File: src/hw/rtl/assert_macros.svh
// ---------------------------------------------------------------------------
// Assertion macros
// Shared concurrent assertion forms for the crossover RTL.
// ---------------------------------------------------------------------------
`ifndef ASSERT_MACROS_SVH
`define ASSERT_MACROS_SVH

// Same-cycle implication, disabled while reset is asserted.
`define SMC_ASSERT_NOW(lbl, clk, rstn, ante, cons) \
    lbl: assert property (@(posedge clk) disable iff (!(rstn)) (ante) |-> (cons)) \
        else $error("assertion failed");

// Next-cycle implication, disabled while reset is asserted.
`define SMC_ASSERT_NEXT(lbl, clk, rstn, ante, cons) \
    lbl: assert property (@(posedge clk) disable iff (!(rstn)) (ante) |=> (cons)) \
        else $error("assertion failed");

`endif

File: src/hw/rtl/smc_ram.sv
// ---------------------------------------------------------------------------
// smc_ram
// Simple dual-port RAM, one write and one registered read port.
// ---------------------------------------------------------------------------
module smc_ram #(
    parameter int WIDTH = 32,
    parameter int DEPTH = 128
) (
    input  logic                     clk,
    input  logic                     we,
    input  logic [$clog2(DEPTH)-1:0] waddr,
    input  logic [WIDTH-1:0]         wdata,
    input  logic [$clog2(DEPTH)-1:0] raddr,
    output logic [WIDTH-1:0]         rdata
);

    logic [WIDTH-1:0] mem [DEPTH];
    logic [WIDTH-1:0] rdata_reg;

    always_ff @(posedge clk) begin
        if (we) begin
            mem[waddr] <= wdata;
        end
        rdata_reg <= mem[raddr];
    end

    assign rdata = rdata_reg;

endmodule

File: config.mk
export PLATFORM = sky130hd
export DESIGN_NAME = smc_ram
export DESIGN_NICKNAME = d
export VERILOG_FILES = /design/src/hw/rtl/assert_macros.svh /design/src/hw/rtl/smc_ram.sv
export SDC_FILE = /design/constraint.sdc
export NUM_CORES = 2
export LEC_CHECK = 0
export ABC_AREA = 0
export BUFFER_PORTS_ARGS = -buffer_cell sky130_fd_sc_hd__buf_2
export CORE_MARGIN = 2
export CORE_UTILIZATION = 63
export CTS_CLUSTER_DIAMETER = 50
export DETAILED_ROUTE_END_ITERATION = 10
export GPL_TIMING_DRIVEN = 1
export PLACE_DENSITY = 0.79
export SYNTH_ARGS = -nofsm -noshare
export SYNTH_HDL_FRONTEND = slang
export SYNTH_SLANG_ARGS = --single-unit
File: constraint.sdc
create_clock -name clk -period 4.54 [get_ports clk]
set_clock_uncertainty 0.15 [all_clocks]
set_input_delay 0.908 -clock clk [delete_from_list [all_inputs] [get_ports clk]]
set_output_delay 0.908 -clock clk [all_outputs]
set_load 0.01 [all_outputs]
# == Word level (Yosys, flattened, before mapping) ==
# Memory sizes are Yosys's and may differ from the RTL's. A register that Yosys moved wholly into a read port is not among the register bits.
# Cells that the tools add are included.
# op_classes
n_mux,2
# op_table
op,n
1-bit 2-to-1 mux,2
# totals
out_inout_bits,32
wordCells,3
n_memories,1
ram_bits,4096
ff_bits,0
inputBits,48
# memory_table
memory,depth,word_bits,rd,rd_ports_with_merged_regs,wr,line,rtl
mem,128,32,1,1,1,smc_ram.sv:17,logic [WIDTH-1:0] mem [DEPTH];

# == Logic depth before layout (Yosys ltp) ==
# depth
ltp_word,2
mapped_depth,8
mapped_depth_nobuf,4

# == Least setup slack after synthesis ==
# OpenSTA, ideal clock, no wires.
# synth_timing
path_kind,input -> register
start,in we
end,mem mem[98][0] (enable)
path_stages,3
required_ns,3.929
path_slack_ns,0.243
arrival_time_ns,3.686
cell_sequence,clkbuf_1 > nand4_1 > nor3_1
# synth_between
elab_chain_cells,2
# synth_rtl
element,line,rtl
from (decl),smc_ram.sv:10,"input logic we,"
1-bit 2-to-1 mux,smc_ram.sv:21,if (we) begin
1-bit 2-to-1 mux (not written as such),smc_ram.sv:22,mem[waddr] <= wdata;
to (decl),smc_ram.sv:17,
# No other way between the ends.

==> results.ini <==
[status]
status=finished, final reports clean

[global_routing]
grt_max_degree=112
grt_pass1_wl_mm=643.3
antenna_found_initial=65
grt_pass1_vias=78502
gr-total-overflow=0
track_usage=0.3753

[setup_path]
r2r-start=mem[45][18]
cp-start-kind=input port
worstPathArrival_ns=4.18
critPathKind=in2reg
r2r-end=rdata[18]
crit_fanout=21
crit_required_ns=5.28
crit_path_start=raddr[0]
endpoint=rdata[5]
ff2ff_setup_slack_ns=1.53
worstRegToRegCells=4
endpoint_kind=flop

[floorplanning]
start_util=0.6343
core_sq_mm=0.2464
die_w_um=502.1
ios=80
fp-row-count=182
die_area_sq_mm=0.2521
fp.dieH_um=502.1

[routing]
final_antenna_net_count=0
wl_per_cell_um=46.04
drc=0
num_vias=78476
viasPerCell=7.685
drt-initial-drc-count=16436
wl_mm=470.2
firstDrtPassIters=7

[power]
ir_worst_vdd_v=0.0004216
powerDensity_mw_per_mm2=451.4
p_leak_nw=54.74
total_power_mw=80.19

[timing]
maxSlewViolCount=0
final.period_utilization=0.7574
fin_crit_ns=3.439
rsz0062_at_grt=no
setup_tns_ns=0
fmax_mhz=290.8
tightest_slew_ns=1.450
finalSetupViolations=0
holdWs_ns=0.1443
hold_viol_final=0
max_slew_margin=0.03356
setup_ws_ns=1.101

[synth]
synth.distinct_cells=17
synth_seq_area_share=0.7912
synth_warnings=0
synth_nets=6038
netlist_area_sq_mm=0.1563
synth_cells=5990
ys_ff_latch=4128
avgSynthCellArea_sq_um=26.09

[cts]
cts_buffer_depth=4
clock_latency_ns=1.02
hold_buffers=0
root_buffer=clkbuf_16
h-tree-depth=5
cts_buffers=406
postCtsSetupBuffers=0
cts_resized=0
cts_tree=yes
cts_sinks=4128
clk_pin_slew_ns=0.07

[placement]
io_buffers=79
placed_cells=9433
place_ws_ns=0.2605
dpl.hpwl_mm=217.0
gp_congestion=0.8368

[hold_path]
hold_start=wdata[13]
hold_path_depth=1
holdCritPathClass=in2reg

[final_layout]
area_growth_pct=13.68
instances_no_fill=10212
largest_reg_flops=4096
final_layout_size_suffix_gt1_frac=0.3679
nNetsFinal=6577

[job]
cap_violations=0

-- placed cells by master (no fill, tap or decap), types with 2 or more instances in the layout --
cell / instances
edfxtp_1: 4096
mux4_2: 1344
clkbuf_16: 410
buf_4: 281
buf_12: 122
nor2_4: 119
clkinv_1: 82
clkbuf_1: 79
clkinv_2: 63
diode_2: 55
buf_2: 41
mux2_2: 32
dfxtp_1: 32
bufinv_16: 31
clkinvlp_4: 23
inv_6: 20
nand2_1: 14
nor3_2: 9
nand3_1: 8
nor2b_1: 7
clkinv_4: 7
nand3_2: 4
clkbuf_8: 4
nor2_1: 3
nand4_1: 3
inv_8: 3
buf_8: 3
nand2b_1: 2
-- stage by stage --
step / utilization / instance area (sq um)
after floorplan: - / 156300
after global placement: 0.6691 / 164900
after detailed placement: 0.6691 / 164900
after CTS: 0.7205 / 177500
after global routing: 0.7208 / 177600
final: 0.7210 / 177700
-- synthesized netlist by cell type, drive strengths merged --
| cell | number | area [sq um] |
|---|---|---|
| buf | 134 | 628.1 |
| clkbuf | 182 | 683.2 |
| dfxtp | 32 | 640.6 |
| edfxtp | 4096 | 123000 |
| mux2 | 32 | 360.4 |
| mux4 | 1344 | 30270 |
| nand2 | 14 | 52.55 |
| nand2b | 2 | 12.51 |
| nand3 | 12 | 60.06 |
| nand4 | 3 | 18.77 |
| nor2 | 122 | 457.9 |
| nor2b | 7 | 43.79 |
| nor3 | 9 | 45.04 |
| or3 | 1 | 6.260 |
-- worst min-delay path by stage --
stage | end | slack, ns
after CTS | mem[3][13] | 0.08
final | mem[1][13] | 0.14
after floorplan | mem[0][0] | 0.86
after detailed placement | rdata[8] | 0.97
after global routing | mem[23][13] | 0.14
after global placement | rdata[11] | 0.96
-- routing by layer --
metal  up-vias  track usage  part of all wire
met2      8784       0.5736              0.47
met5         -            0           0.00064
met4        32       0.1951             0.062
met3      1484       0.1070              0.16
met1     40675       0.5026              0.31
li1      27501            -                 -
-- power breakdown --
group / internal (mW) / switching (mW)
clock: 18.4 / 15.1
sequential: 42.1 / 0.173
combinational: 1.65 / 2.75
total: 62.2 / 18.0
-- worst max-delay path, stage by stage --
cell	delay (ns)
buf_12	0.25
buf_12	0.26
buf_12	0.26
buf_12	0.21
mux4_2	0.53
mux4_2	0.62
mux4_2	0.69
mux2_2	0.36
-- layout make-up --
class / instances / area [sq um]
Antenna cell: 55 / 137.6
Clock buffer: 493 / 10610
Clock inverter: 231 / 2033
Fill cell: 12145 / 68740
Multi-Input combinational cell: 1546 / 32280
Sequential cell: 4128 / 123600
Tap cell: 3312 / 4144
Timing Repair Buffer: 447 / 4802
-- logic make-up (layout without fill, tap and decap cells) --
kind of cell	Yosys count	in the layout	synth area share
DFF	4128	4128	0.7912
and+or+nand+nor	170	170	0.004460
buffers and inverters	316	1171	0.008391
other	0	55	0
muxes	1376	1376	0.1960
No activity file was read; power rests on OpenSTA's default activity.
