[config.mk]
export PLATFORM = sky130hd
export DESIGN_NAME = smc_ctrl
export DESIGN_NICKNAME = d
export VERILOG_FILES = /design/src/hw/rtl/smc_pkg.sv /design/src/hw/rtl/smc_ctrl.sv
export VERILOG_INCLUDE_DIRS = /design/src /design/src/hw/rtl
export SDC_FILE = /design/constraint.sdc
export NUM_CORES = 1
export LEC_CHECK = 0
export BUFFER_PORTS_ARGS = -buffer_cell sky130_fd_sc_hd__buf_2
export CAP_MARGIN = 40
export CORE_ASPECT_RATIO = 1.75
export CORE_MARGIN = 3
export CORE_UTILIZATION = 47
export DETAILED_ROUTE_END_ITERATION = 6
export PLACE_DENSITY = 0.74
export SYNTH_ARGS = -nofsm -noshare
export SYNTH_HDL_FRONTEND = slang
export SYNTH_SLANG_ARGS = --single-unit
export TNS_END_PERCENT = 20
[constraint.sdc]
create_clock -name clk -period 2.3 [get_ports clk]
set_input_delay 0.46 -clock clk [delete_from_list [all_inputs] [get_ports clk]]
set_output_delay 0.46 -clock clk [all_outputs]
set_load 0.02 [all_outputs]
[src/hw/rtl/assert_macros.svh]
// ---------------------------------------------------------------------------
// Assertion macros
// Shared concurrent assertion forms for the crossover RTL.
// ---------------------------------------------------------------------------
`ifndef ASSERT_MACROS_SVH
`define ASSERT_MACROS_SVH

// Same-cycle implication, disabled while reset is asserted.
`define SMC_ASSERT_NOW(lbl, clk, rstn, ante, cons) \
    lbl: assert property (@(posedge clk) disable iff (!(rstn)) (ante) |-> (cons)) \
        else $error("assertion failed");

// Next-cycle implication, disabled while reset is asserted.
`define SMC_ASSERT_NEXT(lbl, clk, rstn, ante, cons) \
    lbl: assert property (@(posedge clk) disable iff (!(rstn)) (ante) |=> (cons)) \
        else $error("assertion failed");

`endif

[src/hw/rtl/smc_pkg.sv]
// ---------------------------------------------------------------------------
// smc_pkg
// Types, constants and saturation helpers of the stereo crossover.
// ---------------------------------------------------------------------------
package smc_pkg;

    localparam int SAMPLE_BITS = 24;
    localparam int COEFF_BITS  = 32;
    localparam int SIG_W       = 32;
    localparam int ST_W        = 48;
    localparam int PROD_W      = 64;
    localparam int PROD_SHIFT  = 12;
    localparam int OUT_SHIFT   = COEFF_BITS - 3 - PROD_SHIFT;
    localparam int TERMS       = 5;
    localparam int MAX_BANDS   = 4;

    typedef enum logic [1:0] {
        CMD_SAMPLE = 2'd0,
        CMD_COEF   = 2'd1,
        CMD_CLEAR  = 2'd2,
        CMD_NOP    = 2'd3
    } cmd_t;

    typedef enum logic [1:0] {
        ST_IDLE,
        ST_RUN,
        ST_EMIT
    } state_t;

    typedef enum logic [2:0] {
        PH_ISSUE  = 3'd0,
        PH_MUL_B0 = 3'd1,
        PH_Y      = 3'd2,
        PH_ACC1   = 3'd3,
        PH_ACC2   = 3'd4,
        PH_WR_S1  = 3'd5,
        PH_WR_S2  = 3'd6
    } phase_t;

    typedef enum logic [1:0] {
        DST_BAND = 2'd0,
        DST_REM  = 2'd1,
        DST_LO   = 2'd2,
        DST_SUM  = 2'd3
    } dst_t;

    typedef struct packed {
        logic [1:0]                     command;
        logic signed [SAMPLE_BITS-1:0]  sample_left;
        logic signed [SAMPLE_BITS-1:0]  sample_right;
        logic [6:0]                     coeff_address;
        logic signed [COEFF_BITS-1:0]   coeff_value;
    } smc_in_t;

    typedef struct packed {
        logic [1:0]                     band_index;
        logic signed [SAMPLE_BITS-1:0]  band_left;
        logic signed [SAMPLE_BITS-1:0]  band_right;
        logic                           last_band;
    } smc_out_t;

    typedef struct packed {
        logic       run;
        phase_t     ph;
        logic       first;
        logic       last_stage;
        logic       src_band;
        logic [1:0] src_idx;
        dst_t       dst;
        logic [1:0] dst_idx;
        logic       load_rem;
        logic       clear;
        logic       emit;
        logic [1:0] out_idx;
        logic       out_top;
    } smc_ctrl_t;

    function automatic logic signed [PROD_W-1:0] sat_bits(
        input logic signed [PROD_W-1:0] v,
        input int                       bits
    );
        logic signed [PROD_W-1:0] hi;
        logic signed [PROD_W-1:0] lo;
        hi = (PROD_W'(64'sd1) <<< (bits - 1)) - PROD_W'(64'sd1);
        lo = -hi - PROD_W'(64'sd1);
        if (v > hi) begin
            return hi;
        end else if (v < lo) begin
            return lo;
        end
        return v;
    endfunction

endpackage

[src/hw/rtl/smc_ctrl.sv]
// ---------------------------------------------------------------------------
// smc_ctrl
// Sequencer: walks splits, allpass pairs, stages and MAC phases, drives
// coefficient and state addresses for both lanes, then steps band output.
// ---------------------------------------------------------------------------
`include "assert_macros.svh"

module smc_ctrl #(
    parameter int NUM_SPLITS       = 3,
    parameter int STAGES_PER_CHAIN = 4,
    parameter int CA_W             = 7,
    parameter int ST_AW            = 7
) (
    input  logic                clk,
    input  logic                rstn,
    input  logic                s_valid,
    output logic                s_ready,
    input  logic [1:0]          command,
    input  logic                cfg_clear,
    input  logic [1:0]          active,
    input  logic                out_free,
    output smc_pkg::smc_ctrl_t  ctrl,
    output logic [CA_W-1:0]     coef_raddr,
    output logic [ST_AW-1:0]    st_raddr,
    output logic [ST_AW-1:0]    st_waddr
);
    import smc_pkg::*;

    localparam int G_W         = (STAGES_PER_CHAIN > 1) ? $clog2(STAGES_PER_CHAIN) : 1;
    localparam int SPLIT_SLOTS = NUM_SPLITS * 2 * STAGES_PER_CHAIN;

    state_t         state_reg, state_next;
    phase_t         ph_reg, ph_next;
    logic [G_W-1:0] g_reg, g_next;
    logic           kind_reg, kind_next;
    logic           ap_reg, ap_next;
    logic [1:0]     s_reg, s_next;
    logic [1:0]     r_reg, r_next;
    logic [1:0]     k_reg, k_next;
    logic [2:0]     r_inc;
    logic [3:0]     pair;
    logic [2:0]     term;
    int             slot;

    always_ff @(posedge clk) begin
        if (!rstn) begin
            state_reg <= ST_IDLE;
            ph_reg    <= PH_ISSUE;
            g_reg     <= '0;
            kind_reg  <= 1'b0;
            ap_reg    <= 1'b0;
            s_reg     <= '0;
            r_reg     <= '0;
            k_reg     <= '0;
        end else begin
            state_reg <= state_next;
            ph_reg    <= ph_next;
            g_reg     <= g_next;
            kind_reg  <= kind_next;
            ap_reg    <= ap_next;
            s_reg     <= s_next;
            r_reg     <= r_next;
            k_reg     <= k_next;
        end
    end

    always_comb begin
        state_next = state_reg;
        ph_next    = ph_reg;
        g_next     = g_reg;
        kind_next  = kind_reg;
        ap_next    = ap_reg;
        s_next     = s_reg;
        r_next     = r_reg;
        k_next     = k_reg;
        r_inc      = 3'(r_reg) + 3'd1;
        s_ready    = 1'b0;

        ctrl            = '0;
        ctrl.ph         = ph_reg;
        ctrl.first      = (g_reg == '0) && (ph_reg == PH_ISSUE);
        ctrl.last_stage = (g_reg == G_W'(STAGES_PER_CHAIN - 1));
        ctrl.src_band   = ap_reg;
        ctrl.src_idx    = r_reg;
        ctrl.dst_idx    = ap_reg ? r_reg : s_reg;
        ctrl.out_idx    = k_reg;
        ctrl.out_top    = (k_reg == active);
        ctrl.clear      = cfg_clear;
        if (ap_reg) begin
            ctrl.dst = kind_reg ? DST_SUM : DST_LO;
        end else begin
            ctrl.dst = kind_reg ? DST_REM : DST_BAND;
        end

        case (state_reg)
            ST_IDLE: begin
                s_ready = 1'b1;
                if (s_valid) begin
                    case (cmd_t'(command))
                        CMD_SAMPLE: begin
                            ctrl.load_rem = 1'b1;
                            ph_next   = PH_ISSUE;
                            g_next    = '0;
                            kind_next = 1'b0;
                            ap_next   = 1'b0;
                            s_next    = '0;
                            r_next    = '0;
                            k_next    = '0;
                            state_next = (active == 2'd0) ? ST_EMIT : ST_RUN;
                        end
                        CMD_CLEAR: ctrl.clear = 1'b1;
                        default: ;
                    endcase
                end
            end
            ST_RUN: begin
                ctrl.run = 1'b1;
                if (ph_reg != PH_WR_S2) begin
                    ph_next = phase_t'(ph_reg + 3'd1);
                end else begin
                    ph_next = PH_ISSUE;
                    if (!ctrl.last_stage) begin
                        g_next = g_reg + G_W'(1);
                    end else begin
                        g_next = '0;
                        if (!kind_reg) begin
                            kind_next = 1'b1;
                        end else begin
                            kind_next = 1'b0;
                            if (3'(s_reg) + 3'd1 != 3'(active)) begin
                                s_next = s_reg + 2'd1;
                            end else if (!ap_reg) begin
                                ap_next = 1'b1;
                                r_next  = '0;
                                s_next  = 2'd1;
                                if (active <= 2'd1) begin
                                    state_next = ST_EMIT;
                                    k_next     = '0;
                                end
                            end else begin
                                r_next = r_inc[1:0];
                                s_next = 2'(r_inc + 3'd1);
                                if (r_inc + 3'd1 >= 3'(active)) begin
                                    state_next = ST_EMIT;
                                    k_next     = '0;
                                end
                            end
                        end
                    end
                end
            end
            ST_EMIT: begin
                if (out_free) begin
                    ctrl.emit = 1'b1;
                    if (k_reg == active) begin
                        state_next = ST_IDLE;
                    end else begin
                        k_next = k_reg + 2'd1;
                    end
                end
            end
            default: state_next = ST_IDLE;
        endcase
    end

    always_comb begin
        pair = 4'((4'(s_reg) * (4'(s_reg) - 4'd1)) >> 1) + 4'(r_reg);
        term = (ph_reg > PH_ACC2) ? 3'd0 : 3'(ph_reg);
        if (ap_reg) begin
            slot = SPLIT_SLOTS + ((int'(pair) * 2 + int'(kind_reg)) * STAGES_PER_CHAIN)
                   + int'(g_reg);
        end else begin
            slot = (int'(s_reg) * 2 + int'(kind_reg)) * STAGES_PER_CHAIN + int'(g_reg);
        end
        coef_raddr = CA_W'(((int'(s_reg) * 2 + int'(kind_reg)) * STAGES_PER_CHAIN
                     + int'(g_reg)) * TERMS + int'(term));
        st_raddr   = ST_AW'(slot * 2 + int'(ph_reg == PH_MUL_B0));
        st_waddr   = ST_AW'(slot * 2 + int'(ph_reg == PH_WR_S2));
    end

    `SMC_ASSERT_NOW(a_ap_order, clk, rstn, state_reg == ST_RUN && ap_reg, s_reg > r_reg)
    `SMC_ASSERT_NOW(a_split_range, clk, rstn, state_reg == ST_RUN, s_reg < active)
    `SMC_ASSERT_NEXT(a_emit_done, clk, rstn, ctrl.emit && k_reg == active, state_reg == ST_IDLE)

endmodule

; Yosys cells after proc, flatten, opt, wreduce, memory -nomap -nowiden
; Cells that the tools add are included.
[totals]
regBits = 15
in_bits = 9
output_inout_bits = 41
wordCells = 134
[classes]
n_addsub = 17
mul = 2
n_lt_le_gt_ge = 3
n_eq_ne = 20
n_mux = 69
reduce_logical = 15
[op_table]
columns = op, n
row1 = $mux 2, 39
row2 = $mux 1, 17
row3 = $ne 2x2->1 const B, 8
row4 = $add 7x2->7, 2
row5 = $mux 3, 4
row6 = $pmux 2 s2, 3
row7 = $pmux 2 s3, 2
row8 = $reduce_and 11->1, 1
row9 = $reduce_and 10->1, 1
row10 = $ne 3x3->1 const B, 3
row11 = $logic_not 2->1, 4
row12 = $add 6x2->7, 1
row13 = $add 7x3->7, 1
row14 = $mul 7x3->7 const B, 1
row15 = $reduce_and 7->1, 1
row16 = $add 2x1->2 const B, 3
row17 = $add 2x1->3 const B, 2
row18 = $add 3x1->3 const B, 2
row19 = $add 5x6->6 const A, 1
row20 = $add 6x2->6, 1
row21 = $eq 2x2->1 const B, 3
row22 = $mux 6, 1
row23 = $pmux 3 s2, 1
row24 = $reduce_and 6->1, 1
row25 = 22 further kinds, 23

; Logic depth before layout (Yosys ltp)
[depth]
word_depth = 10
mapped_depth = 9

; Worst setup path before layout
; OpenSTA, ideal clock, no wires.
[synth_timing]
path_type = flip-flop to output port
from = register r_reg[0]
to = output st_waddr[6]
arrival_ns = 2.317
required_time_ns = 1.840
slack_ns = -0.477
stages_incl_launch_ff = 10
n_path_buf = 1
path_cell_list = dfxtp_1 > ha_1 > inv_1 > fa_1 > ha_1 > xor2_1 > xnor2_1 > xnor2_1 > and2_1 > buf_4
[synth_between]
elab_chain_len = 6
[synth_rtl]
columns = item, line
row1 = from (decl), smc_ctrl.sv:38  ; logic [1:0] r_reg, r_next;
row2 = from (signal assigned), smc_ctrl.sv:62  ; r_reg <= r_next;
row3 = $add 3x2->3, smc_ctrl.sv:167  ; pair = 4'((4'(s_reg) * (4'(s_reg) - 4'd1)) >> 1) + 4'(r_reg);
row4 = $add 4x1->4, smc_ctrl.sv:170  ; slot = SPLIT_SLOTS + ((int'(pair) * 2 + int'(kind_reg)) * STAGES_PER_CHAIN)
row5 = $add 5x6->6, smc_ctrl.sv:170
row6 = $add 6x2->6, smc_ctrl.sv:171  ; + int'(g_reg);
row7 = $mux 6, smc_ctrl.sv:169  ; if (ap_reg) begin
row8 = $add 7x2->7, smc_ctrl.sv:178  ; st_waddr = ST_AW'(slot * 2 + int'(ph_reg == PH_WR_S2));
row9 = to (decl), smc_ctrl.sv:25  ; output logic [ST_AW-1:0] st_waddr
; No other way between the ends.

; Worst setup path in the final report
[layout_timing]
from = register s_reg[1]
to = output st_waddr[6]
[layout_between]
elab_chain_len = 8
[layout_rtl]
columns = item, line
row1 = from (decl), smc_ctrl.sv:37  ; logic [1:0] s_reg, s_next;
row2 = from (signal assigned), smc_ctrl.sv:61  ; s_reg <= s_next;
row3 = $sub 2x1->3, smc_ctrl.sv:167
row4 = $mul 2x4->4, smc_ctrl.sv:167
row5 = $add 3x2->3, smc_ctrl.sv:167
row6 = $add 4x1->4, smc_ctrl.sv:170
row7 = $add 5x6->6, smc_ctrl.sv:170
row8 = $add 6x2->6, smc_ctrl.sv:171
row9 = $mux 6 *, smc_ctrl.sv:169
row10 = $add 7x2->7 *, smc_ctrl.sv:178
; Mark *: on every way between the ends. The rest lies on a longest branch, timed or not.

==> metrics <==
Worst EP arrival 2290 ps; synth unique cells 47; CTS tree built; static leakage ~1.1 nW; share of power burned in registers 32.8%; Vert. Die Dim 84.2 µm; area grow syn2layout 37.9%; async set-or-reset flop fraction in the synthesized netlist 0%; Max Slew Vio Count 0; Detail Route Antenna Nets 0; Cells after Synth 207; syn_nets 244; Hold Buf Count CTS 0; die area 0.00426 mm²; ys flop type dfxtp_1; DP HPWL 3150 µm; DRC viols 0; achievable frequency 364 MHz; cell row count 27; synth top area cells ha_1 20%, dfxtp_1 18%, buf_4 5.0%; worst hold path stage count 2; worst slew pin tran 515 ps; worst setup margin -449 ps; number of flip-flops in the largest register 3; reg2reg path depth 9; vias in the first global route 1586; Final Hold Viols 0; H-tree levels 1; Filler Cell Count 294; WL/cell ~13 µm; clock period minus worst slack 2750 ps; WS Path Type flop to output pin; clock network fraction of total power 23.9%; area leader, netlist ha_1; clk_lat worst skew 260 ps; max_cap viols 0; cell area after layout 0.00226 mm²; Gate power share 43.3%; drt via density between 5 and 6; post-synthesis register bit count 15; DR iter-0 viols 42; Std-Cell Core Area between 0.003 and 0.004 mm²; CP endpoint kind output pin; GRT Overall Usage between 10% and 20%; Sw Share about two fifths; Starting Density 50.6%; # IOs 50; area occupied by multi-input gates 0.00131 mm²; Setup crit start kind flop; EDFF count, synth 0; Synth Area per Inst 7.92 µm²; Slew Limit Headroom between 60 and 70%; failing checks setup timing; register area share after synthesis 18.3%; most frequent cell after synthesis ha_1; yosys warns 0; Worst Path Max Fanout 4; Final Setup Violations 9; initial antenna violation count 0; share of post-route cells with drive strength above 1 a little over two fifths; worst clock skew 1.24 ps; routability cong. between 0.8 and 0.9; n_diodes 0; die width 50.7 µm; drt first pass iters 4; Commonest cells post-synth 26 x ha_1, 22 x nor2_1, 19 x inv_1; mapped cell area 0.00164 mm²; worst hold path class flop to flop; Root Driver clkbuf_8; GR Overflow Total 0; largest net degree at the start of global routing 18; Max IR drop VDD 0.435 mV; status finished, violations left; top-area cell type share of the netlist area 19.8%; Reg area 324 µm²; Int Pwr 0.560 mW; Overall Power roughly 0.94 mW; Port Buffers between 40 and 50; Pwr Density ~410 mW/mm²; CP required between 1500 and 2000 ps; DR vias 1649; Num CTS Buffers 3; clock-pin slew on the worst setup and hold paths 60 ps; clk buf depth 2; Post-layout nets between 300 and 400; switching power 0.378 mW; Placed Area 0.00210 mm²; routed wire length 4020 µm; fin crit share 120%; CTS sink cnt 15; RSZ-0062 raised after global routing true; global-route wire length before repair 6700 µm
-- layout make-up --
class / count / share of cell area, %
multi-input combinational: 156 / 57.7
timing repair buffer: 73 / 20.2
sequential: 15 / 14.3
inverter: 20 / 3.32
tap: 43 / 2.38
clock buffer: 4 / 1.99
-- stage by stage --
stage / setup slack (ps) / utilization [%] / hold slack [ps] / std cells / TNS, ps
2_1_floorplan: -138 / - / 520 / 207 / -535
3_3_place_gp: -200 / 64.6 / 506 / 305 / -627
3_5_place_dp: -220 / 64.6 / 508 / 305 / -850
4_1_cts: -402 / 68.7 / 518 / 311 / -2040
5_1_grt: -482 / 69.8 / 539 / 311 / -2890
6_report: -449 / 69.8 / 520 / 311 / -2230
-- repair_timing --
action	in CTS	in global routing
gates resized for setup	18	5
endpoints found under the setup margin	11	12
pin swaps	12	6
cloned	0	0
setup buffers	2	0
-- cell usage in the layout (no fill, tap or decap), drive strengths merged, types with 2 or more instances in the layout --
cell / instances
nor2: 22
buf: 73
nand2: 16
a21oi: 16
inv: 19
o22ai: 2
ha: 26
nand3: 5
xor2: 9
nand4b: 2
nor2b: 3
o21ai: 8
clkbuf: 4
nor3: 5
a211oi: 2
a21o: 2
fa: 2
and3: 4
xnor2: 7
nor4: 4
nand2b: 2
nor4b: 2
dfxtp: 15
-- cells by family (layout without fill, tap and decap cells) --
| family | count (synthesis) | in the layout | synth area share, % |
|---|---|---|---|
| compound gates | 39 | 39 | 16.2 |
| xor+xnor | 16 | 16 | 8.54 |
| fa+ha+maj | 28 | 28 | 22.3 |
| buf+inv | 36 | 97 | 11.0 |
| flops | 15 | 15 | 18.3 |
| simple gates | 73 | 73 | 23.6 |
-- worst max-delay path, stage by stage (launching register included) --
cell     delay, ps
dfxtp_4        380
ha_4           130
inv_2           30
fa_1           500
ha_2           180
xor2_1         170
xnor2_1        170
xnor2_1        170
and2_4         190
buf_6          110
-- power by group through the flow --
stage / Combinational [mW] / Clock (mW) / Sequential, mW
CTS: 0.410 / 0.226 / 0.304
global route: 0.453 / 0.239 / 0.312
floorplan: 0.287 / 0 / 0.317
detailed placement: 0.405 / 0 / 0.310
finish: 0.406 / 0.224 / 0.307
global placement: 0.404 / 0 / 0.311
-- final timing paths --
check            endpoint  slack, ps     start
max           st_waddr[6]       -450  s_reg[1]
max reg2reg  state_reg[0]         80  r_reg[0]
min reg2reg      k_reg[1]        520  k_reg[1]
min              k_reg[1]        520  k_reg[1]
-- layer usage --
| layer | track usage [%] | part of all wire (%) |
|---|---|---|
| met1 | 19.6 | 37 |
| met2 | 40.1 | 59 |
| met3 | 1.78 | 3.0 |
| met4 | 7.84 | 1.7 |
| met5 | 0 | 0 |
Power figures use the tool's default switching activity.
