--- src/hw/rtl/assert_macros.svh ---
// ---------------------------------------------------------------------------
// Assertion macros
// Shared concurrent assertion forms for the crossover RTL.
// ---------------------------------------------------------------------------
`ifndef ASSERT_MACROS_SVH
`define ASSERT_MACROS_SVH

// Same-cycle implication, disabled while reset is asserted.
`define SMC_ASSERT_NOW(lbl, clk, rstn, ante, cons) \
    lbl: assert property (@(posedge clk) disable iff (!(rstn)) (ante) |-> (cons)) \
        else $error("assertion failed");

// Next-cycle implication, disabled while reset is asserted.
`define SMC_ASSERT_NEXT(lbl, clk, rstn, ante, cons) \
    lbl: assert property (@(posedge clk) disable iff (!(rstn)) (ante) |=> (cons)) \
        else $error("assertion failed");

`endif

--- src/hw/rtl/smc_pkg.sv ---
// ---------------------------------------------------------------------------
// smc_pkg
// Types, constants and saturation helpers of the stereo crossover.
// ---------------------------------------------------------------------------
package smc_pkg;

    localparam int SAMPLE_BITS = 24;
    localparam int COEFF_BITS  = 32;
    localparam int SIG_W       = 32;
    localparam int ST_W        = 48;
    localparam int PROD_W      = 64;
    localparam int PROD_SHIFT  = 12;
    localparam int OUT_SHIFT   = COEFF_BITS - 3 - PROD_SHIFT;
    localparam int TERMS       = 5;
    localparam int MAX_BANDS   = 4;

    typedef enum logic [1:0] {
        CMD_SAMPLE = 2'd0,
        CMD_COEF   = 2'd1,
        CMD_CLEAR  = 2'd2,
        CMD_NOP    = 2'd3
    } cmd_t;

    typedef enum logic [1:0] {
        ST_IDLE,
        ST_RUN,
        ST_EMIT
    } state_t;

    typedef enum logic [2:0] {
        PH_ISSUE  = 3'd0,
        PH_MUL_B0 = 3'd1,
        PH_Y      = 3'd2,
        PH_ACC1   = 3'd3,
        PH_ACC2   = 3'd4,
        PH_WR_S1  = 3'd5,
        PH_WR_S2  = 3'd6
    } phase_t;

    typedef enum logic [1:0] {
        DST_BAND = 2'd0,
        DST_REM  = 2'd1,
        DST_LO   = 2'd2,
        DST_SUM  = 2'd3
    } dst_t;

    typedef struct packed {
        logic [1:0]                     command;
        logic signed [SAMPLE_BITS-1:0]  sample_left;
        logic signed [SAMPLE_BITS-1:0]  sample_right;
        logic [6:0]                     coeff_address;
        logic signed [COEFF_BITS-1:0]   coeff_value;
    } smc_in_t;

    typedef struct packed {
        logic [1:0]                     band_index;
        logic signed [SAMPLE_BITS-1:0]  band_left;
        logic signed [SAMPLE_BITS-1:0]  band_right;
        logic                           last_band;
    } smc_out_t;

    typedef struct packed {
        logic       run;
        phase_t     ph;
        logic       first;
        logic       last_stage;
        logic       src_band;
        logic [1:0] src_idx;
        dst_t       dst;
        logic [1:0] dst_idx;
        logic       load_rem;
        logic       clear;
        logic       emit;
        logic [1:0] out_idx;
        logic       out_top;
    } smc_ctrl_t;

    function automatic logic signed [PROD_W-1:0] sat_bits(
        input logic signed [PROD_W-1:0] v,
        input int                       bits
    );
        logic signed [PROD_W-1:0] hi;
        logic signed [PROD_W-1:0] lo;
        hi = (PROD_W'(64'sd1) <<< (bits - 1)) - PROD_W'(64'sd1);
        lo = -hi - PROD_W'(64'sd1);
        if (v > hi) begin
            return hi;
        end else if (v < lo) begin
            return lo;
        end
        return v;
    endfunction

endpackage

--- src/hw/rtl/smc_merge.sv ---
// ---------------------------------------------------------------------------
// smc_merge
// Combine the two lane results into one band transaction, saturate to the
// sample width and hold it in the output register.
// ---------------------------------------------------------------------------
module smc_merge (
    input  logic                              clk,
    input  logic                              rstn,
    input  smc_pkg::smc_ctrl_t                ctrl,
    input  logic signed [smc_pkg::SIG_W-1:0]  band_l,
    input  logic signed [smc_pkg::SIG_W-1:0]  band_r,
    output logic                              m_valid,
    input  logic                              m_ready,
    output smc_pkg::smc_out_t                 m_data,
    output logic                              out_free
);
    import smc_pkg::*;

    logic      m_valid_reg;
    smc_out_t  m_data_reg;
    smc_out_t  m_data_next;
    logic signed [PROD_W-1:0] sat_l;
    logic signed [PROD_W-1:0] sat_r;

    always_comb begin
        sat_l = sat_bits(PROD_W'(band_l), SAMPLE_BITS);
        sat_r = sat_bits(PROD_W'(band_r), SAMPLE_BITS);
        m_data_next.band_index = ctrl.out_idx;
        m_data_next.band_left  = sat_l[SAMPLE_BITS-1:0];
        m_data_next.band_right = sat_r[SAMPLE_BITS-1:0];
        m_data_next.last_band  = ctrl.out_top;
    end

    assign out_free = !m_valid_reg || m_ready;

    always_ff @(posedge clk) begin
        if (!rstn) begin
            m_valid_reg <= 1'b0;
        end else if (ctrl.emit) begin
            m_valid_reg <= 1'b1;
        end else if (m_ready) begin
            m_valid_reg <= 1'b0;
        end
    end

    always_ff @(posedge clk) begin
        if (ctrl.emit) begin
            m_data_reg <= m_data_next;
        end
    end

    assign m_valid = m_valid_reg;
    assign m_data  = m_data_reg;

endmodule

--- config.mk ---
export PLATFORM = sky130hd
export DESIGN_NAME = smc_merge
export DESIGN_NICKNAME = d
export VERILOG_FILES = /design/src/hw/rtl/assert_macros.svh /design/src/hw/rtl/smc_pkg.sv /design/src/hw/rtl/smc_merge.sv
export SDC_FILE = /design/constraint.sdc
export NUM_CORES = 1
export LEC_CHECK = 0
export CORE_MARGIN = 2
export CORE_UTILIZATION = 66
export DETAILED_ROUTE_END_ITERATION = 7
export DONT_BUFFER_PORTS = 1
export PLACE_DENSITY = 0.82
export SETUP_SLACK_MARGIN = 0.02
export SYNTH_ARGS = -nofsm -noshare
export SYNTH_HDL_FRONTEND = slang
export SYNTH_SLANG_ARGS = --single-unit
--- constraint.sdc ---
create_clock -name clk -period 2.54 [get_ports clk]
set_input_delay 0 -clock clk [delete_from_list [all_inputs] [get_ports clk]]
set_output_delay 0 -clock clk [all_outputs]
set_load 0.05 [all_outputs]
Word level (Yosys, flattened, before mapping)
Cells that the tools add are included. Widths: inputs -> output; s select.

Add/subtract/negate cells: 0. Multipliers: 0. Div/mod/pow operators: 0. $lt $le $gt $ge: 4. Equality and inequality tests: 0. Shifts and indexed selects: 0. Mux-type cells: 12. Bitwise operators: 0. Reductions and logical operators: 3.

Operator list (count): $mux 24 (6); $gt 32x24->1 const B (2); $lt 32x24->1 const B (2); $mux 1 (6); $reduce_bool 2->1 (1); $logic_not 1->1 (1); $logic_or 1x1->1 (1).

Register bits after elaboration: 52. Bits in latches: 0. Memory bits (writable): 0. ROM bits: 0. Input bits: 86. Output and inout bits: 53. Word-level logic and storage cells: 24. Memories kept: 0.

Longest topological paths before layout
Gate-level depths: netlist of run 1.

Depth after elaboration: 4. Mapped depth: 5. Depth with buffers taken out: 3.

Least setup slack after synthesis of run 1
Ideal clock, no wire load.

Path kind: register -> register. Start: reg, netlist name m_valid. End: reg m_valid_reg, in the netlist m_valid. Setup time: 0.081 ns. Arrival time: 1.295 ns. Data required time: 2.459 ns. Setup slack: 1.164 ns. Stages on the path, launching flop included: 3. Buffers on the path: 0. Period minus slack after synthesis: 1.376 ns. Cells stage by stage: dfxtp_1 > nand2b_1 > a21boi_0.

RTL lines: to (signal assigned) (line smc_merge.sv:38) `m_valid_reg <= 1'b0;`; to (signal assigned) (line smc_merge.sv:40) `m_valid_reg <= 1'b1;`; to (signal assigned) (line smc_merge.sv:42) `m_valid_reg <= 1'b0;`; to (decl) (line smc_merge.sv:19) `logic m_valid_reg;`.

Worst setup path in the final report of run 1
Start: reg m_valid_reg, in the netlist m_valid. End: out out_free.

Longest elaborated chain between the ends: 2.

Ends and longest elaborated chain: $logic_not 1->1 (line smc_merge.sv:34) `assign out_free = !m_valid_reg || m_ready;`; $logic_or 1x1->1 (line smc_merge.sv:34); to (decl) (line smc_merge.sv:15) `output logic out_free`.

Every way passes these cells.

==> results.json, run 1 <==
{
  "status": "complete, no violations",
  "clk_pin_slew_ps": 140,
  "core_area_um2": 3310,
  "tightest_slew_ps": 1000,
  "grt_pass1_vias": 1540,
  "layout_commonest_cell": "dlygate4sd3_1",
  "cp_cell_sequence": "nand2b_1",
  "synth_nets": 237,
  "maxCapViolations": 0,
  "grt_setup_unrepaired": "false",
  "synthDominantCellAreaShare_pct": 68.1,
  "critPathBufInv": 0,
  "routedWlPerCell_um": 21.7,
  "synth-seq-cells": 52,
  "drive_above_1_share_pct": 6.60,
  "dieArea_um2": 3890,
  "clock_sink_count": 52,
  "cp_slowest_cell": "dfxtp_1",
  "max-vdd-ir-drop_uv": 424,
  "post-synth-top-area-cell": "edfxtp_1",
  "cts_tree": "done",
  "worst_ep_required_time_ps": 2540,
  "max_stage_delay_ps": 680,
  "maxSlewViolCount": 0,
  "die_h_um": 62.4,
  "setup_viol": 0,
  "crit_fanout": 2,
  "cts_root_buffer": "clkbuf_4",
  "cp_top_family": "flip-flops",
  "initialDrtViolationCount": 124,
  "cellLeakagePower_nw": 0.948,
  "crit_type": "reg -> out",
  "cts_buffer_depth": 2,
  "ys_seq_area_share_pct": 69.0,
  "largest_reg_flops": 51,
  "drt_wl_total_mm": 5.27,
  "period_needed_ps": 1520,
  "worst_setup_path_start_kind": "flop",
  "overflow": 0,
  "syn_inst": 151,
  "mappedNetlistArea_um2": 2250,
  "drc": 0,
  "area_growth_pct": 25.5,
  "cts_inserted_buffers": 5,
  "die_x_um": 62.4,
  "grt_pass1_wl_mm": 8.34,
  "hp-class": "in -> reg",
  "row_count": 21,
  "setup_slack_ps": 1020,
  "fin_cells": 243,
  "worstPathArrival_ps": 1520,
  "maxSlewHeadroom_pct": 33.1,
  "portBuffers": 0,
  "post_synth.cell_area_avg_um2": 14.9,
  "holdWs_ps": 136,
  "max_freq_mhz": 656,
  "fin_tns_setup_ps": 0,
  "clock_latency_ps": 360,
  "hpwl_mm": 2.83,
  "num_antenna_cells": 0,
  "nets": 282,
  "viasPerCell": 6.37,
  "power.density_nw_per_um2": 653,
  "grt_max_degree": 53,
  "ys_warn_count": 0,
  "start_util_pct": 68.0,
  "final_cell_mix": "dlygate4sd3_1 (53), edfxtp_1 (51), o21a_1 (23), nand3_1 (23), a2bb2oi_1 (23)",
  "h-tree-depth": 2,
  "first_pass_iters": 4,
  "synth_cell_type_count": 19,
  "gr-usage-all-layers_pct": 28.4,
  "period_share_pct": 60.0,
  "synth_top_cells_by_area": "edfxtp_1 (68%), a2bb2oi_1 (9.0%), o21a_1 (7.7%), nand3_1 (5.1%), buf_4 (2.0%)",
  "vias": 1548,
  "cp-end-kind": "output pin",
  "antenna_found_initial": 0,
  "placed_cells": 181,
  "pre_cts_slack_ps": 1050,
  "finClkSkew_ps": 0,
  "routabilityCongestion": 0.693,
  "ios": 139,
  "postRouteAntennaNets": 0,
  "hold_viol_final": 0
}
logic make-up (layout without fill, tap and decap cells):
kind of cell,count (synthesis),after routing,share of synthesized area (%)
AOI/OAI and AO/OA,49,49,17.7
buffers and inverters,17,63,4.73
DFF,52,52,69.0
and+or+nand+nor,33,33,8.56
stage by stage:
stage / util, % / area, µm² / total power, mW
2_1_floorplan: - / 2250 / 1.38
3_3_place_gp: 66.6 / 2200 / 1.38
3_5_place_dp: 66.6 / 2200 / 1.39
4_1_cts: 85.0 / 2810 / 1.84
5_1_grt: 85.3 / 2820 / 1.91
6_report: 85.3 / 2820 / 1.84
Yosys cell counts:
library cell  number
dfxtp_1            1
nand2_1            1
buf_4              6
inv_1              1
nor4_2             2
clkbuf_1           4
a2bb2oi_1         23
a21oi_2            1
edfxtp_1          51
nand3_1           23
o21ai_2            1
and4_1             2
buf_6              2
a21boi_0           1
nand4_1            2
nor4_1             2
buf_2              4
o21a_1            23
nand2b_1           1
final cells by class:
type / count / area (µm²)
clock buffers: 6 / 51.3
inverters: 1 / 3.75
clock inverters: 2 / 10.0
repair buffers: 54 / 558
fillers: 161 / 487
flip-flops and latches: 52 / 1550
multi-input cells: 82 / 592
well taps: 46 / 57.6
final timing paths:
check	from	to	slack, ps	cells past startpoint
hold reg to reg	m_valid	m_valid	1230	2
setup / recovery	m_valid	out_free	1020	1
setup reg to reg	m_valid	m_valid	1030	2
hold / removal	band_l[31]	m_data[43]	140	2
layer usage:
layer	GRT usage [%]	vias up	share of wire [%]
met5	0	-	0
met4	10.0	0	2.1
met3	8.11	11	8.3
met2	49.6	101	53
met1	33.9	743	37
li1	-	693	-
what timing repair did:
action	4_1_cts	5_1_grt
hold buffers	53	1
endpoints found under the hold margin	103	13
buffers inserted	0	0
resized for setup	0	0
where the power goes:
group | total, mW | internal, mW | switching (mW)
sequential | 1.30 | 1.03 | 0.272
clock | 0.375 | 0.132 | 0.243
combinational | 0.169 | 0.0930 | 0.0756
Power figures use the tool's default switching activity.
==> run 2, diff against run 1 <==
--- a/config.mk
+++ b/config.mk
@@ -5,11 +5,12 @@
 export SDC_FILE = /design/constraint.sdc
 export NUM_CORES = 1
 export LEC_CHECK = 0
+export ABC_AREA = 1
 export CORE_MARGIN = 2
-export CORE_UTILIZATION = 66
+export CORE_UTILIZATION = 62
 export DETAILED_ROUTE_END_ITERATION = 7
 export DONT_BUFFER_PORTS = 1
-export PLACE_DENSITY = 0.82
+export PLACE_DENSITY = 0.78
 export SETUP_SLACK_MARGIN = 0.02
 export SYNTH_ARGS = -nofsm -noshare
 export SYNTH_HDL_FRONTEND = slang
==> constraint.sdc (replaced) <==
create_clock -name clk -period 1.5 [get_ports clk]
set_input_delay 0 -clock clk [delete_from_list [all_inputs] [get_ports clk]]
set_output_delay 0 -clock clk [all_outputs]
set_load 0.05 [all_outputs]
==> run 2 against run 1 <==
- the flow now finishes with violations (negative hold slack)
- register-to-register slack worse by 740 ps
- clock skew unchanged
- clock-buffer cell count down 1
- first-iteration DRC count up 85%
- sequential share of layout area down 3.9 points
- routed wire length up 12%
- setup slack worse by 720 ps
- synthesized area up 5.8%
==> results.json, run 2 <==
{
  "status": "finished with violations",
  "violations": "negative hold slack",
  "switching_share_pct": 31.0,
  "holdWs_ps": -205,
  "max_stage_delay_ps": 570,
  "synth_top_cells_by_area": "edfxtp_1 (64%), nand2_1 (21%), inv_1 (2.8%), nor2_1 (2.8%), buf_6 (1.9%)",
  "vias": 1892,
  "synth_edf_count": 51,
  "viasPerCell": 5.38,
  "stdcell_area_um2": 3040,
  "cts_tree": "done",
  "portBuffers": 0,
  "maxSlewHeadroom_pct": 65.9,
  "r2r_start": "m_valid",
  "gr-usage-all-layers_pct": 28.0,
  "post_cts_resized": 0,
  "overflow": 0,
  "r2r_end": "m_valid",
  "largest_reg_flops": 51,
  "mappedNetlistArea_um2": 2380,
  "max-vdd-ir-drop_uv": 738,
  "synth_cell_type_count": 17,
  "hold_viol_final": 51,
  "core_area_um2": 3690,
  "cp_cell_sequence": "nand2_1, a21boi_0, dlygate4sd3_1",
  "grt_pass1_wl_mm": 8.86,
  "worst_setup_path_start_kind": "flop",
  "drt_wl_total_mm": 5.92,
  "drc": 0,
  "synth_ff_type": "edfxtp_1",
  "critPathBufInv": 1,
  "crit_fanout": 2,
  "startpoint": "m_valid",
  "area_growth_pct": 27.8,
  "period_needed_ps": 1210,
  "grt_setup_unrepaired": "false",
  "first_pass_iters": 4,
  "drive_above_1_share_pct": 7.89,
  "grt_max_degree": 53,
  "reg2reg_slack_ps": 290,
  "max_freq_mhz": 827,
  "cp-end-kind": "flop",
  "dieArea_um2": 4350,
  "die_h_um": 66.0,
  "grt_pass1_vias": 1856,
  "cellLeakagePower_nw": 1.28,
  "row_count": 22,
  "final_cell_mix": "nand2_1 (132), dlygate4sd3_1 (53), edfxtp_1 (51)",
  "postCtsSetupBuffers": 0,
  "power_switching_mw": 1.07,
  "cts_hold_buf": 53,
  "power.density_nw_per_um2": 1140,
  "start_util_pct": 64.5,
  "clkPwrFrac_pct": 27.5,
  "worstPathArrival_ps": 1460,
  "reg2regPathDepth": 3,
  "initialDrtViolationCount": 229,
  "setup_viol": 0,
  "power.share.combinational_pct": 8.5,
  "cp_top_family": "buffers and inverters",
  "period_share_pct": 80.6,
  "p_seq_share_pct": 64.0,
  "antenna_found_initial": 0,
  "hpwl_mm": 3.13,
  "routabilityCongestion": 0.656,
  "worst_ep_required_time_ps": 1750,
  "multi_input_area_um2": 674,
  "finClkSkew_ps": 0,
  "tightest_slew_ps": 512,
  "cts_buffer_depth": 2,
  "final.fill_count": 210,
  "maxCapViolations": 0,
  "synth-seq-cells": 52,
  "ys_seq_area_share_pct": 65.2,
  "layout_commonest_cell": "nand2_1",
  "dpl_cell_area_um2": 2400,
  "num_antenna_cells": 0,
  "post-synth-top-area-cell": "edfxtp_1",
  "ys_warn_count": 0,
  "postRouteAntennaNets": 0,
  "async_reset_ff_share_pct": 0,
  "fin_tns_setup_ps": 0,
  "worstHoldStart": "ctrl[3]",
  "clock_sink_count": 52,
  "h-tree-depth": 2,
  "crit_type": "reg -> reg",
  "cts_inserted_buffers": 5,
  "synth_commonest_cells": "nand2_1 (132), edfxtp_1 (51), inv_1 (18), nor2_1 (18)",
  "regArea_um2": 1550,
  "clock_latency_ps": 300,
  "die_x_um": 66.0,
  "syn_inst": 248,
  "routedWlPerCell_um": 16.8,
  "maxSlewViolCount": 0,
  "yosysMostFrequentCell": "nand2_1",
  "hold_path_depth": 0,
  "internal-power_mw": 2.39,
  "cp_slowest_cell": "dlygate4sd3_1",
  "ios": 139,
  "min_to": "m_data[18]",
  "cts_root_buffer": "clkbuf_8",
  "synth_nets": 334,
  "synthDominantCellAreaShare_pct": 64.4,
  "post_synth.cell_area_avg_um2": 9.60,
  "clk_pin_slew_ps": 90,
  "hp-class": "in -> reg",
  "nets": 389
}
-- run 2: worst max path at each step --
stage	endpoint	slack (ps)	cells after the start
2_1_floorplan	m_valid	150	2
3_3_place_gp	m_data[5]	380	8
3_5_place_dp	m_data[19]	320	8
4_1_cts	m_valid	370	3
5_1_grt	m_valid	230	3
6_report	m_valid	290	3
-- run 2: metal layers --
metal / part of all wire, % / track usage [%]
met1: 33 / 26.5
met2: 55 / 54.8
met3: 9.8 / 8.18
met4: 2.9 / 11.7
met5: 0 / 0
-- run 2: cells by family after synthesis --
logic type / Yosys count / synth area share, %
compound gates: 3 / 1.05
flops: 52 / 65.2
simple gates: 163 / 27.3
buf+inv: 30 / 6.47
-- run 2: final cells by class --
| type | count | area share [%] |
|---|---|---|
| clock inverter | 3 | 1.40 |
| timing repair buffer | 58 | 18.7 |
| clock buffer | 5 | 2.26 |
| multi-input combinational | 166 | 22.2 |
| inverter | 20 | 2.47 |
| tap | 48 | 1.98 |
| sequential | 52 | 51.0 |
-- run 2: worst register-to-register path, stage by stage (launching register included) --
cell           delay [ps]
dfxtp_1               340
nand2_1                80
a21boi_0              170
dlygate4sd3_1         570
-- run 2: power groups by stage --
| stage | clock, mW | sequential (mW) | combinational (mW) |
|---|---|---|---|
| 6_report | 0.952 | 2.22 | 0.296 |
| 5_1_grt | 1.01 | 2.23 | 0.325 |
| 4_1_cts | 0.950 | 2.22 | 0.284 |
| 3_5_place_dp | 0 | 2.25 | 0.171 |
| 3_3_place_gp | 0 | 2.25 | 0.163 |
| 2_1_floorplan | 0 | 2.24 | 0.146 |
-- run 2: per-stage QoR --
| step | setup WS [ps] | util (%) | power (mW) | hold slack, ps | instances |
|---|---|---|---|---|---|
| 2_1_floorplan | 145 | - | 2.38 | 98.9 | 248 |
| 3_3_place_gp | 381 | 65.0 | 2.41 | 98.9 | 291 |
| 3_5_place_dp | 323 | 65.0 | 2.42 | 98.9 | 291 |
| 4_1_cts | 370 | 82.4 | 3.45 | -202 | 352 |
| 5_1_grt | 233 | 82.4 | 3.56 | -217 | 352 |
| 6_report | 291 | 82.4 | 3.47 | -205 | 352 |
